## config.mk

```make
export PLATFORM = sky130hd
export DESIGN_NAME = multi_channel_pwm_output_latch_unit_flat
export DESIGN_NICKNAME = d
export VERILOG_FILES = /design/src/design/mcpol_pkg.sv /design/src/design/mcpol_if.sv /design/src/design/mcpol_ram.sv /design/src/design/multi_channel_pwm_output_latch_unit.sv /design/src/flat_wrapper.sv
export SDC_FILE = /design/constraint.sdc
export NUM_CORES = 2
export LEC_CHECK = 0
export BUFFER_PORTS_ARGS = -buffer_cell sky130_fd_sc_hd__clkbuf_2
export CAP_MARGIN = 40
export CORE_MARGIN = 1.5
export CORE_UTILIZATION = 46
export CTS_BUF_LIST = sky130_fd_sc_hd__clkbuf_2
export CTS_CLUSTER_SIZE = 24
export DETAILED_ROUTE_END_ITERATION = 8
export GPL_TIMING_DRIVEN = 1
export SYNTH_ARGS = -nofsm -noshare
export SYNTH_HDL_FRONTEND = slang
export SYNTH_SLANG_ARGS = --single-unit
```

## constraint.sdc

```tcl
create_clock -name clk -period 7.8 [get_ports clk]
set_clock_uncertainty 0.1 [all_clocks]
set_input_delay 1.56 -clock clk [delete_from_list [all_inputs] [get_ports clk]]
set_output_delay 1.56 -clock clk [all_outputs]
set_load 0.01 [all_outputs]
```

## src/design/mcpol_pkg.sv

```systemverilog
// ----------------------------------------------------------------------------
// mcpol_pkg
// Shared types and constants for the multi-channel pwm output latch unit.
// ----------------------------------------------------------------------------
`timescale 1ns / 1ps
`default_nettype none

package mcpol_pkg;

  // default configuration
  localparam int NUM_CHANNELS_DEF     = 6;
  localparam int TICKS_PER_SECOND_DEF = 1000000;

  // timing limits
  localparam int MIN_FREQ = 10;
  localparam int MAX_DUTY = 100;

  // beat field widths
  localparam int FUNC_W    = 3;
  localparam int CHAN_W    = 3;
  localparam int FREQ_W    = 20;
  localparam int DUTY_W    = 8;
  localparam int DUTY_C_W  = 7;
  localparam int BIT_IDX_W = 4;
  localparam int LATCH_W   = 16;

  typedef enum logic [FUNC_W-1:0] {
    F_TICK,
    F_START,
    F_STOP,
    F_STOP_ALL,
    F_WRITE_BIT,
    F_CLEAR
  } func_t;

endpackage

`default_nettype wire

```

## src/design/mcpol_if.sv

```systemverilog
// ----------------------------------------------------------------------------
// mcpol_if
// Command and result channels of the pwm output latch unit (valid/ready).
// ----------------------------------------------------------------------------
`timescale 1ns / 1ps
`default_nettype none

interface mcpol_cmd_if import mcpol_pkg::*; ();
  logic                 valid;
  logic                 ready;
  logic [FUNC_W-1:0]    func;
  logic [CHAN_W-1:0]    channel;
  logic [FREQ_W-1:0]    freq_hz;
  logic [DUTY_W-1:0]    duty_pct;
  logic [BIT_IDX_W-1:0] bit_sel;
  logic                 bit_value;

  modport source (output valid, func, channel, freq_hz, duty_pct, bit_sel,
                  bit_value, input ready);
  modport sink   (input valid, func, channel, freq_hz, duty_pct, bit_sel,
                  bit_value, output ready);
endinterface

interface mcpol_res_if import mcpol_pkg::*; #(
  parameter int NCH = NUM_CHANNELS_DEF
) ();
  logic               valid;
  logic               ready;
  logic [LATCH_W-1:0] latch_word;
  logic [NCH-1:0]     running_mask;

  modport source (output valid, latch_word, running_mask, input ready);
  modport sink   (input valid, latch_word, running_mask, output ready);
endinterface

`default_nettype wire

```

## src/design/mcpol_ram.sv

```systemverilog
// ----------------------------------------------------------------------------
// mcpol_ram
// Generic single-write, single-read ram with registered read data.
// ----------------------------------------------------------------------------
`timescale 1ns / 1ps
`default_nettype none

module mcpol_ram #(
  parameter int WIDTH = 8,
  parameter int DEPTH = 8
) (
  input  wire logic                                    clk,
  input  wire logic                                    wr_en,
  input  wire logic [((DEPTH > 1) ? $clog2(DEPTH) : 1)-1:0] wr_addr,
  input  wire logic [WIDTH-1:0]                        wr_data,
  input  wire logic                                    rd_en,
  input  wire logic [((DEPTH > 1) ? $clog2(DEPTH) : 1)-1:0] rd_addr,
  output logic      [WIDTH-1:0]                        rd_data
);

  logic [WIDTH-1:0] mem [DEPTH];

  always_ff @(posedge clk) begin
    if (wr_en) begin
      mem[wr_addr] <= wr_data;
    end
    if (rd_en) begin
      rd_data <= mem[rd_addr];
    end
  end

endmodule

`default_nettype wire

```

## src/design/multi_channel_pwm_output_latch_unit.sv

```systemverilog
// ----------------------------------------------------------------------------
// multi_channel_pwm_output_latch_unit
// Sixteen-bit output latch with pwm channels on its low bits, timed in ticks.
//
//   port  dir  beat contents
//   cmd   in   func, channel, freq_hz, duty_pct, bit_sel, bit_value
//   res   out  latch_word, running_mask (one beat per cmd beat)
//
// One command at a time. A tick walks the channel memories, reading and then
// writing each channel in turn. A start on a valid channel runs the
// one-bit-per-cycle divider for the period, then scales period times duty by a
// reciprocal of 100. Every other command goes straight to the finish state.
// Reset clears the latch and the running mask; channel memories need no
// clearing since a channel is written when it starts. A stalled result holds
// in the output register while the next command is taken.
// ----------------------------------------------------------------------------
`timescale 1ns / 1ps
`default_nettype none

module multi_channel_pwm_output_latch_unit import mcpol_pkg::*; #(
  parameter int NUM_CHANNELS     = NUM_CHANNELS_DEF,
  parameter int TICKS_PER_SECOND = TICKS_PER_SECOND_DEF
) (
  input wire logic clk,
  input wire logic rst,
  mcpol_cmd_if.sink   cmd,
  mcpol_res_if.source res
);

  localparam int IDX_W = (NUM_CHANNELS > 1) ? $clog2(NUM_CHANNELS) : 1;
  localparam int CNT_W = $clog2(TICKS_PER_SECOND / MIN_FREQ + 1);
  localparam int DIV_W = $clog2(TICKS_PER_SECOND / MIN_FREQ * MAX_DUTY + 1);
  localparam int DCW   = $clog2(DIV_W + 1);

  // ceil(2^RECIP_SH / 100), exact for every product below 2^DIV_W
  localparam int RECIP_SH = DIV_W + 7;
  localparam int RECIP_W  = RECIP_SH - 6;
  localparam int SC_W     = DIV_W + RECIP_W;
  localparam logic [RECIP_W-1:0] RECIP =
    RECIP_W'(((64'd1 << RECIP_SH) + 64'(MAX_DUTY) - 64'd1) / 64'(MAX_DUTY));

  typedef struct packed {
    logic             in_high;
    logic [CNT_W-1:0] remaining;
    logic [CNT_W-1:0] taken_low;
  } phase_t;

  typedef struct packed {
    logic [CNT_W-1:0] high_len;
    logic [CNT_W-1:0] low_len;
  } timing_t;

  typedef struct packed {
    phase_t ph;
    logic   bit_set;
    logic   bit_clr;
  } step_t;

  typedef enum logic [3:0] {
    S_IDLE,
    S_TICK_RD,
    S_TICK_WR,
    S_DIV1,
    S_MUL,
    S_SCALE,
    S_CALC,
    S_START_WR,
    S_FINISH
  } state_t;

  function automatic step_t begin_period(input logic [CNT_W-1:0] h,
                                         input logic [CNT_W-1:0] l);
    step_t s;
    s.ph.taken_low = l;
    s.bit_set      = 1'b0;
    s.bit_clr      = 1'b0;
    if (h != '0) begin
      s.ph.in_high   = 1'b1;
      s.ph.remaining = h;
      s.bit_set      = 1'b1;
    end else if (l != '0) begin
      s.ph.in_high   = 1'b0;
      s.ph.remaining = l;
      s.bit_clr      = 1'b1;
    end else begin
      s.ph.in_high   = 1'b0;
      s.ph.remaining = '0;
    end
    return s;
  endfunction

  state_t                state;
  func_t                 op_func;
  logic [IDX_W-1:0]      op_idx;
  logic [IDX_W-1:0]      tick_idx;
  logic [LATCH_W-1:0]    latch;
  logic [NUM_CHANNELS-1:0] running;
  logic                  out_valid;
  logic [LATCH_W-1:0]    out_latch;
  logic [NUM_CHANNELS-1:0] out_mask;

  // restoring divider for the period
  logic [DIV_W-1:0]      dq;
  logic [FREQ_W-1:0]     rem;
  logic [FREQ_W-1:0]     dvs;
  logic [DCW-1:0]        div_cnt;
  logic [FREQ_W:0]       rem_sh;
  logic                  div_ge;
  logic [FREQ_W:0]       rem_sub;

  logic [DUTY_C_W-1:0]   duty_r;
  logic [CNT_W-1:0]      period_r;
  logic [CNT_W-1:0]      h_len;
  logic [CNT_W-1:0]      l_len;
  logic [CNT_W-1:0]      hq;
  logic [CNT_W-1:0]      lq;
  logic [CNT_W+DUTY_C_W-1:0] prod;
  logic [SC_W-1:0]       scaled;

  logic                  ch_ok;
  logic [IDX_W-1:0]      ch_idx;
  logic [FREQ_W-1:0]     freq_c;
  logic [DUTY_C_W-1:0]   duty_c;

  // channel memories
  logic                  tm_wr_en;
  timing_t               tm_wr_data;
  timing_t               tm_rd_data;
  logic                  ph_wr_en;
  logic [IDX_W-1:0]      ph_wr_addr;
  phase_t                ph_wr_data;
  phase_t                ph_rd_data;
  logic                  rd_en;

  step_t                 tk;
  step_t                 st;
  logic [CNT_W-1:0]      rem_dec;
  logic                  tick_last;

  mcpol_ram #(.WIDTH($bits(timing_t)), .DEPTH(NUM_CHANNELS)) u_timing_ram (
    .clk     (clk),
    .wr_en   (tm_wr_en),
    .wr_addr (op_idx),
    .wr_data (tm_wr_data),
    .rd_en   (rd_en),
    .rd_addr (tick_idx),
    .rd_data (tm_rd_data)
  );

  mcpol_ram #(.WIDTH($bits(phase_t)), .DEPTH(NUM_CHANNELS)) u_phase_ram (
    .clk     (clk),
    .wr_en   (ph_wr_en),
    .wr_addr (ph_wr_addr),
    .wr_data (ph_wr_data),
    .rd_en   (rd_en),
    .rd_addr (tick_idx),
    .rd_data (ph_rd_data)
  );

  assign cmd.ready        = (state == S_IDLE) && !rst;
  assign res.valid        = out_valid;
  assign res.latch_word   = out_latch;
  assign res.running_mask = out_mask;

  assign ch_ok  = (cmd.channel != '0) && (32'(cmd.channel) <= NUM_CHANNELS);
  assign ch_idx = IDX_W'(cmd.channel - CHAN_W'(1));
  assign freq_c = (cmd.freq_hz < FREQ_W'(MIN_FREQ)) ? FREQ_W'(MIN_FREQ) : cmd.freq_hz;
  assign duty_c = (cmd.duty_pct > DUTY_W'(MAX_DUTY)) ? DUTY_C_W'(MAX_DUTY)
                                                      : cmd.duty_pct[DUTY_C_W-1:0];

  assign rem_sh  = {rem, dq[DIV_W-1]};
  assign div_ge  = (rem_sh >= {1'b0, dvs});
  assign rem_sub = rem_sh - {1'b0, dvs};
  assign prod    = CNT_W'(dq) * duty_r;
  assign scaled  = SC_W'(dq) * SC_W'(RECIP);

  assign tick_last = (tick_idx == IDX_W'(NUM_CHANNELS - 1));

  // high and low lengths from the scaled product
  always_comb begin
    hq = CNT_W'(dq);
    lq = period_r - hq;
    if (duty_r != '0 && hq == '0) begin
      hq = CNT_W'(1);
    end
    if (duty_r != DUTY_C_W'(MAX_DUTY) && lq == '0) begin
      lq = CNT_W'(1);
    end
  end

  // one tick for the channel just read
  always_comb begin
    tk      = begin_period(tm_rd_data.high_len, tm_rd_data.low_len);
    rem_dec = ph_rd_data.remaining - CNT_W'(1);
    if (ph_rd_data.remaining != '0) begin
      if (rem_dec != '0) begin
        tk.ph           = ph_rd_data;
        tk.ph.remaining = rem_dec;
        tk.bit_set      = 1'b0;
        tk.bit_clr      = 1'b0;
      end else if (ph_rd_data.in_high && ph_rd_data.taken_low != '0) begin
        tk.ph.in_high   = 1'b0;
        tk.ph.remaining = ph_rd_data.taken_low;
        tk.ph.taken_low = ph_rd_data.taken_low;
        tk.bit_set      = 1'b0;
        tk.bit_clr      = 1'b1;
      end
    end
  end

  assign st = begin_period(h_len, l_len);

  always_comb begin
    rd_en      = (state == S_TICK_RD);
    tm_wr_en   = (state == S_START_WR);
    tm_wr_data = '{high_len: h_len, low_len: l_len};
    if (state == S_START_WR) begin
      ph_wr_en   = !running[op_idx];
      ph_wr_addr = op_idx;
      ph_wr_data = st.ph;
    end else begin
      ph_wr_en   = (state == S_TICK_WR) && running[tick_idx];
      ph_wr_addr = tick_idx;
      ph_wr_data = tk.ph;
    end
  end

  always_ff @(posedge clk) begin
    if (rst) begin
      state     <= S_IDLE;
      latch     <= '0;
      running   <= '0;
      out_valid <= 1'b0;
    end else begin
      if (out_valid && res.ready && state != S_FINISH) begin
        out_valid <= 1'b0;
      end
      case (state)
        S_IDLE: begin
          if (cmd.valid) begin
            op_func <= func_t'(cmd.func);
            op_idx  <= ch_idx;
            if (func_t'(cmd.func) == F_TICK) begin
              state <= S_TICK_RD;
            end else if (func_t'(cmd.func) == F_START && ch_ok) begin
              state <= S_DIV1;
            end else begin
              state <= S_FINISH;
            end
            case (func_t'(cmd.func))
              F_TICK: begin
                tick_idx <= '0;
              end
              F_START: begin
                if (ch_ok) begin
                  dq      <= DIV_W'(TICKS_PER_SECOND);
                  rem     <= '0;
                  dvs     <= freq_c;
                  div_cnt <= '0;
                  duty_r  <= duty_c;
                end
              end
              F_STOP: begin
                if (ch_ok && running[ch_idx]) begin
                  running[ch_idx] <= 1'b0;
                  latch[ch_idx]   <= 1'b0;
                end
              end
              F_STOP_ALL: begin
                latch[NUM_CHANNELS-1:0] <= latch[NUM_CHANNELS-1:0] & ~running;
                running <= '0;
              end
              F_WRITE_BIT: begin
                latch[cmd.bit_sel] <= cmd.bit_value;
              end
              F_CLEAR: begin
                latch <= '0;
              end
              default: begin
              end
            endcase
          end
        end
        S_TICK_RD: begin
          state <= S_TICK_WR;
        end
        S_TICK_WR: begin
          if (running[tick_idx]) begin
            if (tk.bit_set) begin
              latch[tick_idx] <= 1'b1;
            end else if (tk.bit_clr) begin
              latch[tick_idx] <= 1'b0;
            end
          end
          if (tick_last) begin
            state <= S_FINISH;
          end else begin
            tick_idx <= tick_idx + IDX_W'(1);
            state    <= S_TICK_RD;
          end
        end
        S_DIV1: begin
          rem     <= div_ge ? rem_sub[FREQ_W-1:0] : rem_sh[FREQ_W-1:0];
          dq      <= {dq[DIV_W-2:0], div_ge};
          div_cnt <= div_cnt + DCW'(1);
          if (div_cnt == DCW'(DIV_W - 1)) begin
            state <= S_MUL;
          end
        end
        S_MUL: begin
          period_r <= CNT_W'(dq);
          dq       <= DIV_W'(prod);
          state    <= S_SCALE;
        end
        S_SCALE: begin
          // product over 100 by reciprocal multiply
          dq    <= DIV_W'(scaled >> RECIP_SH);
          state <= S_CALC;
        end
        S_CALC: begin
          h_len <= hq;
          l_len <= lq;
          state <= S_START_WR;
        end
        S_START_WR: begin
          if (!running[op_idx]) begin
            running[op_idx] <= 1'b1;
            if (st.bit_set) begin
              latch[op_idx] <= 1'b1;
            end else if (st.bit_clr) begin
              latch[op_idx] <= 1'b0;
            end
          end
          state <= S_FINISH;
        end
        S_FINISH: begin
          if (!out_valid || res.ready) begin
            out_valid <= 1'b1;
            out_latch <= latch;
            out_mask  <= running;
            state     <= S_IDLE;
          end
        end
        default: begin
          state <= S_IDLE;
        end
      endcase
    end
  end

`ifndef NO_ASSERTIONS
  a_div_rem_bound: assert property (@(posedge clk) disable iff (rst)
    (state == S_DIV1) |-> (rem < dvs))
    else $error("divider remainder not below divisor");

  a_start_runs: assert property (@(posedge clk) disable iff (rst)
    (state == S_START_WR) |=> running[op_idx])
    else $error("started channel not running");

  a_stop_all_clear: assert property (@(posedge clk) disable iff (rst)
    (state == S_FINISH && op_func == F_STOP_ALL) |-> (running == '0))
    else $error("channel still running after stop all");
`endif

endmodule

`default_nettype wire
```

## src/flat_wrapper.sv

```systemverilog
// flat-port wrapper written by rule: the top's interface ports become plain ports
module multi_channel_pwm_output_latch_unit_flat import mcpol_pkg::*;
#(
  parameter int NUM_CHANNELS     = NUM_CHANNELS_DEF,
  parameter int TICKS_PER_SECOND = TICKS_PER_SECOND_DEF
)
  (clk, rst, cmd_valid, cmd_func, cmd_channel, cmd_freq_hz, cmd_duty_pct, cmd_bit_sel, cmd_bit_value, cmd_ready, res_valid, res_latch_word, res_running_mask, res_ready);
  mcpol_cmd_if cmd_i ();
  mcpol_res_if res_i ();
  input wire logic clk;
  input wire logic rst;
  input wire logic [$bits(cmd_i.valid)-1:0] cmd_valid;
  input wire logic [$bits(cmd_i.func)-1:0] cmd_func;
  input wire logic [$bits(cmd_i.channel)-1:0] cmd_channel;
  input wire logic [$bits(cmd_i.freq_hz)-1:0] cmd_freq_hz;
  input wire logic [$bits(cmd_i.duty_pct)-1:0] cmd_duty_pct;
  input wire logic [$bits(cmd_i.bit_sel)-1:0] cmd_bit_sel;
  input wire logic [$bits(cmd_i.bit_value)-1:0] cmd_bit_value;
  output wire logic [$bits(cmd_i.ready)-1:0] cmd_ready;
  output wire logic [$bits(res_i.valid)-1:0] res_valid;
  output wire logic [$bits(res_i.latch_word)-1:0] res_latch_word;
  output wire logic [$bits(res_i.running_mask)-1:0] res_running_mask;
  input wire logic [$bits(res_i.ready)-1:0] res_ready;
  assign cmd_i.valid = cmd_valid;
  assign cmd_i.func = cmd_func;
  assign cmd_i.channel = cmd_channel;
  assign cmd_i.freq_hz = cmd_freq_hz;
  assign cmd_i.duty_pct = cmd_duty_pct;
  assign cmd_i.bit_sel = cmd_bit_sel;
  assign cmd_i.bit_value = cmd_bit_value;
  assign cmd_ready = cmd_i.ready;
  assign res_valid = res_i.valid;
  assign res_latch_word = res_i.latch_word;
  assign res_running_mask = res_i.running_mask;
  assign res_i.ready = res_ready;
  multi_channel_pwm_output_latch_unit #(.NUM_CHANNELS(NUM_CHANNELS), .TICKS_PER_SECOND(TICKS_PER_SECOND)) u_core (.clk(clk), .rst(rst), .cmd(cmd_i), .res(res_i));
endmodule
```

==> results.py <==
metrics = {
    "die": {
        "core.rowCount": 110,
        "initial_core_util_pct": 46.5,
        "chipHeight_um": 305,
        "die-area_um2": 92800,
        "die_w_um": 305,
        "coreArea_um2": 90000,
        "pin_count": 67,
    },
    "clocking": {
        "clock_path_buffers": 3,
        "cts_root_buffer": "clkbuf_2",
        "insertion_delay_ps": 1360,
        "cts_sinks": 665,
        "cts_hold_buf": 0,
        "htreeDepth": 4,
        "cts_tree": "built",
        "clk_pin_slew_worst_paths_ps": 100,
        "cts_buffers": 165,
    },
    "place": {
        "pre_cts_slack_ps": -72.9,
        "place_hpwl_um": 77300,
        "place_area_um2": 44000,
        "portBuffers": 66,
        "place.gp.congestion": 0.907,
    },
    "routing": {
        "drt_wl_total_um": 110000,
        "wl_per_cell_um": 22.3,
        "routed_via_density": 5.65,
        "vias": 27914,
        "dr.first_iter.drc_count": 2184,
        "ant_nets": 0,
        "drcViolationCount": 0,
        "firstDrtPassIters": 7,
    },
    "worst_setup_path": {
        "crit_type": "reg2reg",
        "cpPeakStageDelay_ps": 560,
        "start_kind": "flip-flop",
        "worstSetupEndpointType": "flip-flop",
        "worstPathRequired_ps": 8780,
        "cp.arrival_ps": 8450,
        "crit_top_cell": "fa_1",
        "cp_max_fo": 5,
        "crit_path_cell_trace": "fa_1, inv_1, fa_1, inv_1, fa_1, inv_1, fa_1, fa_1, fa_1, inv_1, fa_1, inv_1, ha_1, nand3_1, nor4_4, nand4_1, o211ai_1, buf_4, o41ai_4, a21oi_2, a221o_1, a31oi_2, and4b_1, or3_1",
        "crit_path_top_delay_cell": "fa_1",
    },
    "grt": {
        "grt_usage_pct": 24.1,
        "grt_pass1_wl_um": 170000,
        "grt_max_degree": 146,
        "grt_pass1_vias": 28441,
        "grt-ovfl-total": 0,
        "antenna_found_initial": 3,
    },
    "logic_synthesis": {
        "avgSynthCellArea_um2": 12.0,
        "synth-edff-count": 638,
        "async_flop_share_pct": 0,
        "synth_nets": 4136,
        "synth_flop_cell": "edfxtp_1",
        "syn_area_um2": 41800,
        "synthCells": 3474,
        "synth-seq-cells": 665,
        "yosysSeqAreaShare_pct": 47.1,
        "yosysWarningCount": 0,
        "ys_types": 77,
    },
    "timing": {
        "rsz0062_at_grt": "no",
        "setup_viol": 0,
        "setup_ws_ps": 327,
        "totalNegativeSetupSlack_ps": 0,
        "fin_crit_sh_pct": 95.8,
        "finalHoldViolations": 0,
        "worst_pin_slew_ps": 877,
        "slew_headroom_pct": 41.6,
        "drv_slew": 0,
        "fmax_ghz": 0.134,
        "finalCriticalPeriod_ps": 7470,
    },
    "power_and_ir_drop": {
        "ir_drop_uv": 172,
        "p_sw_mw": 2.50,
        "power.share.clock_pct": 29.3,
        "power_frac_seq_pct": 49.8,
        "p_per_area_nw_per_um2": 174,
        "p_comb_share_pct": 20.9,
        "power_mw": 7.90,
        "p_int_mw": 5.41,
        "netSwitchingFraction_pct": 31.6,
        "leakagePower_nw": 18.2,
    },
    "cells_and_area": {
        "syn_to_final_growth_pct": 8.76,
        "regArea_um2": 19700,
        "fin_area_um2": 45500,
        "multi_input_area_um2": 20100,
        "drive_above_1_share_pct": 14.8,
        "fill_cells": 8134,
        "nets": 4306,
    },
    "outcome": {
        "status": "completed",
    },
    "job": {
        "drv_cap": 0,
    },
    "min_path": {
        "hold_path.class": "reg2reg",
    },
}
area by class of cell:
class | count | area share, %
Antenna cell | 6 | 0.0330
Clock buffer | 234 | 2.57
Clock inverter | 49 | 0.588
Inverter | 439 | 3.62
Multi-Input combinational cell | 2208 | 44.1
Sequential cell | 665 | 43.3
Tap cell | 1176 | 3.23
Timing Repair Buffer | 165 | 2.54
sequential cells by signal, indices dropped and copies added (netlist names), 6 cells and up:
register and cells:
u_core.dq 24, u_core.duty_r 7, u_core.dvs 20, u_core.h_len 17, u_core.l_len 17, u_core.latch 16, u_core.period_r 17, u_core.rem 20
u_core.res.latch_word 16, u_core.res.running_mask 6, u_core.running 6, u_core.u_phase_ram.mem 210, u_core.u_phase_ram.rd_data 35, u_core.u_timing_ram.mem 204, u_core.u_timing_ram.rd_data 34
power groups by stage:
| stage | clock network, mW | registers [mW] | logic (mW) |
|---|---|---|---|
| floorplan | 0 | 4.01 | 1.13 |
| global route | 2.56 | 3.94 | 1.85 |
| global placement | 0 | 4.02 | 1.60 |
| CTS | 2.39 | 3.94 | 1.62 |
| detailed placement | 0 | 4.02 | 1.60 |
| finish | 2.31 | 3.94 | 1.65 |
kinds of logic after synthesis:
group	synth area share, %
compound gates	11.4
xor+xnor	1.72
fa+ha+maj	23.5
buf+inv	5.43
flops	47.1
mux	3.02
simple gates	7.90
routing by layer:
metal	track usage (%)	up-vias	share of wire (%)
met5	0	-	0
met4	8.97	0	3.0
met3	5.04	181	6.5
met2	38.6	902	48
met1	32.2	13911	43
li1	-	12920	-
cell usage in the layout, fill, tap and decap left out, types with 28 or more instances in the layout:
cell type	count
edfxtp_1	638
inv_1	438
ha_1	342
clkbuf_2	300
fa_1	277
nand2_1	256
a21oi_1	169
nor2_1	133
o21ai_0	130
a22oi_1	112
buf_4	91
mux2_2	59
and2_1	55
xnor2_1	53
o221ai_1	46
mux2i_1	42
a211oi_1	40
nand3_1	39
nor3_1	37
a31oi_1	33
nor4_1	30
xor2_1	28
metrics by stage:
step	util (%)	hold WS (ps)	cells
2_1_floorplan	-	302	3474
3_3_place_gp	48.8	313	4644
3_5_place_dp	48.9	315	4652
4_1_cts	50.5	192	4935
5_1_grt	50.5	230	4939
6_report	50.6	296	4942
path summary, 6_finish.rpt:
path / start / to / slack (ps) / depth (start not counted)
worst max-delay path: u_core.dq[6] / u_core.dq[16] / 330 / 24
worst min-delay path: u_core.latch[10] / u_core.res.latch_word[10] / 300 / 0
worst max register to register: u_core.dq[6] / u_core.dq[16] / 330 / 24
worst min register to register: u_core.latch[10] / u_core.res.latch_word[10] / 300 / 0
critical path: cells and delay by family (launching register included):
kind                       cells  cell delay [ps]
adders and majority gates      8             3970
and+or+nand+nor                5             1210
AOI/OAI and AO/OA              5              960
DFF                            1              480
buffers and inverters          6              460
repair_timing:
item                       4_1_cts  5_1_grt
resized for setup                1        6
pin swaps                        0        1
setup endpoints to repair        1        3
gates cloned                     0        0
setup buffers                    0        1
Yosys cell counts (10+ instances only):
cell type / instances / area (µm²)
edfxtp_1: 638 / 19200
mux2i_1: 42 / 420
a31oi_1: 35 / 219
or3_1: 12 / 75.1
dfxtp_1: 27 / 541
a21o_1: 27 / 203
or2_2: 15 / 93.8
nand3_1: 40 / 200
a221o_1: 22 / 220
mux2_2: 59 / 664
xnor2_1: 54 / 473
o221ai_1: 46 / 403
a22oi_1: 112 / 841
o21a_1: 10 / 75.1
nand2b_1: 16 / 100
a211oi_1: 40 / 300
nor4_1: 33 / 206
nor3_1: 44 / 220
fa_1: 277 / 5550
nor2b_1: 29 / 181
nand4_1: 16 / 100
ha_1: 342 / 4280
inv_1: 438 / 1640
o21ai_0: 130 / 651
nand2_1: 256 / 961
o31ai_1: 13 / 97.6
nor2_1: 142 / 533
xor2_1: 28 / 245
clkbuf_1: 149 / 559
a21oi_1: 173 / 866
and2_1: 60 / 375
No activity file was read; power rests on OpenSTA's default activity.
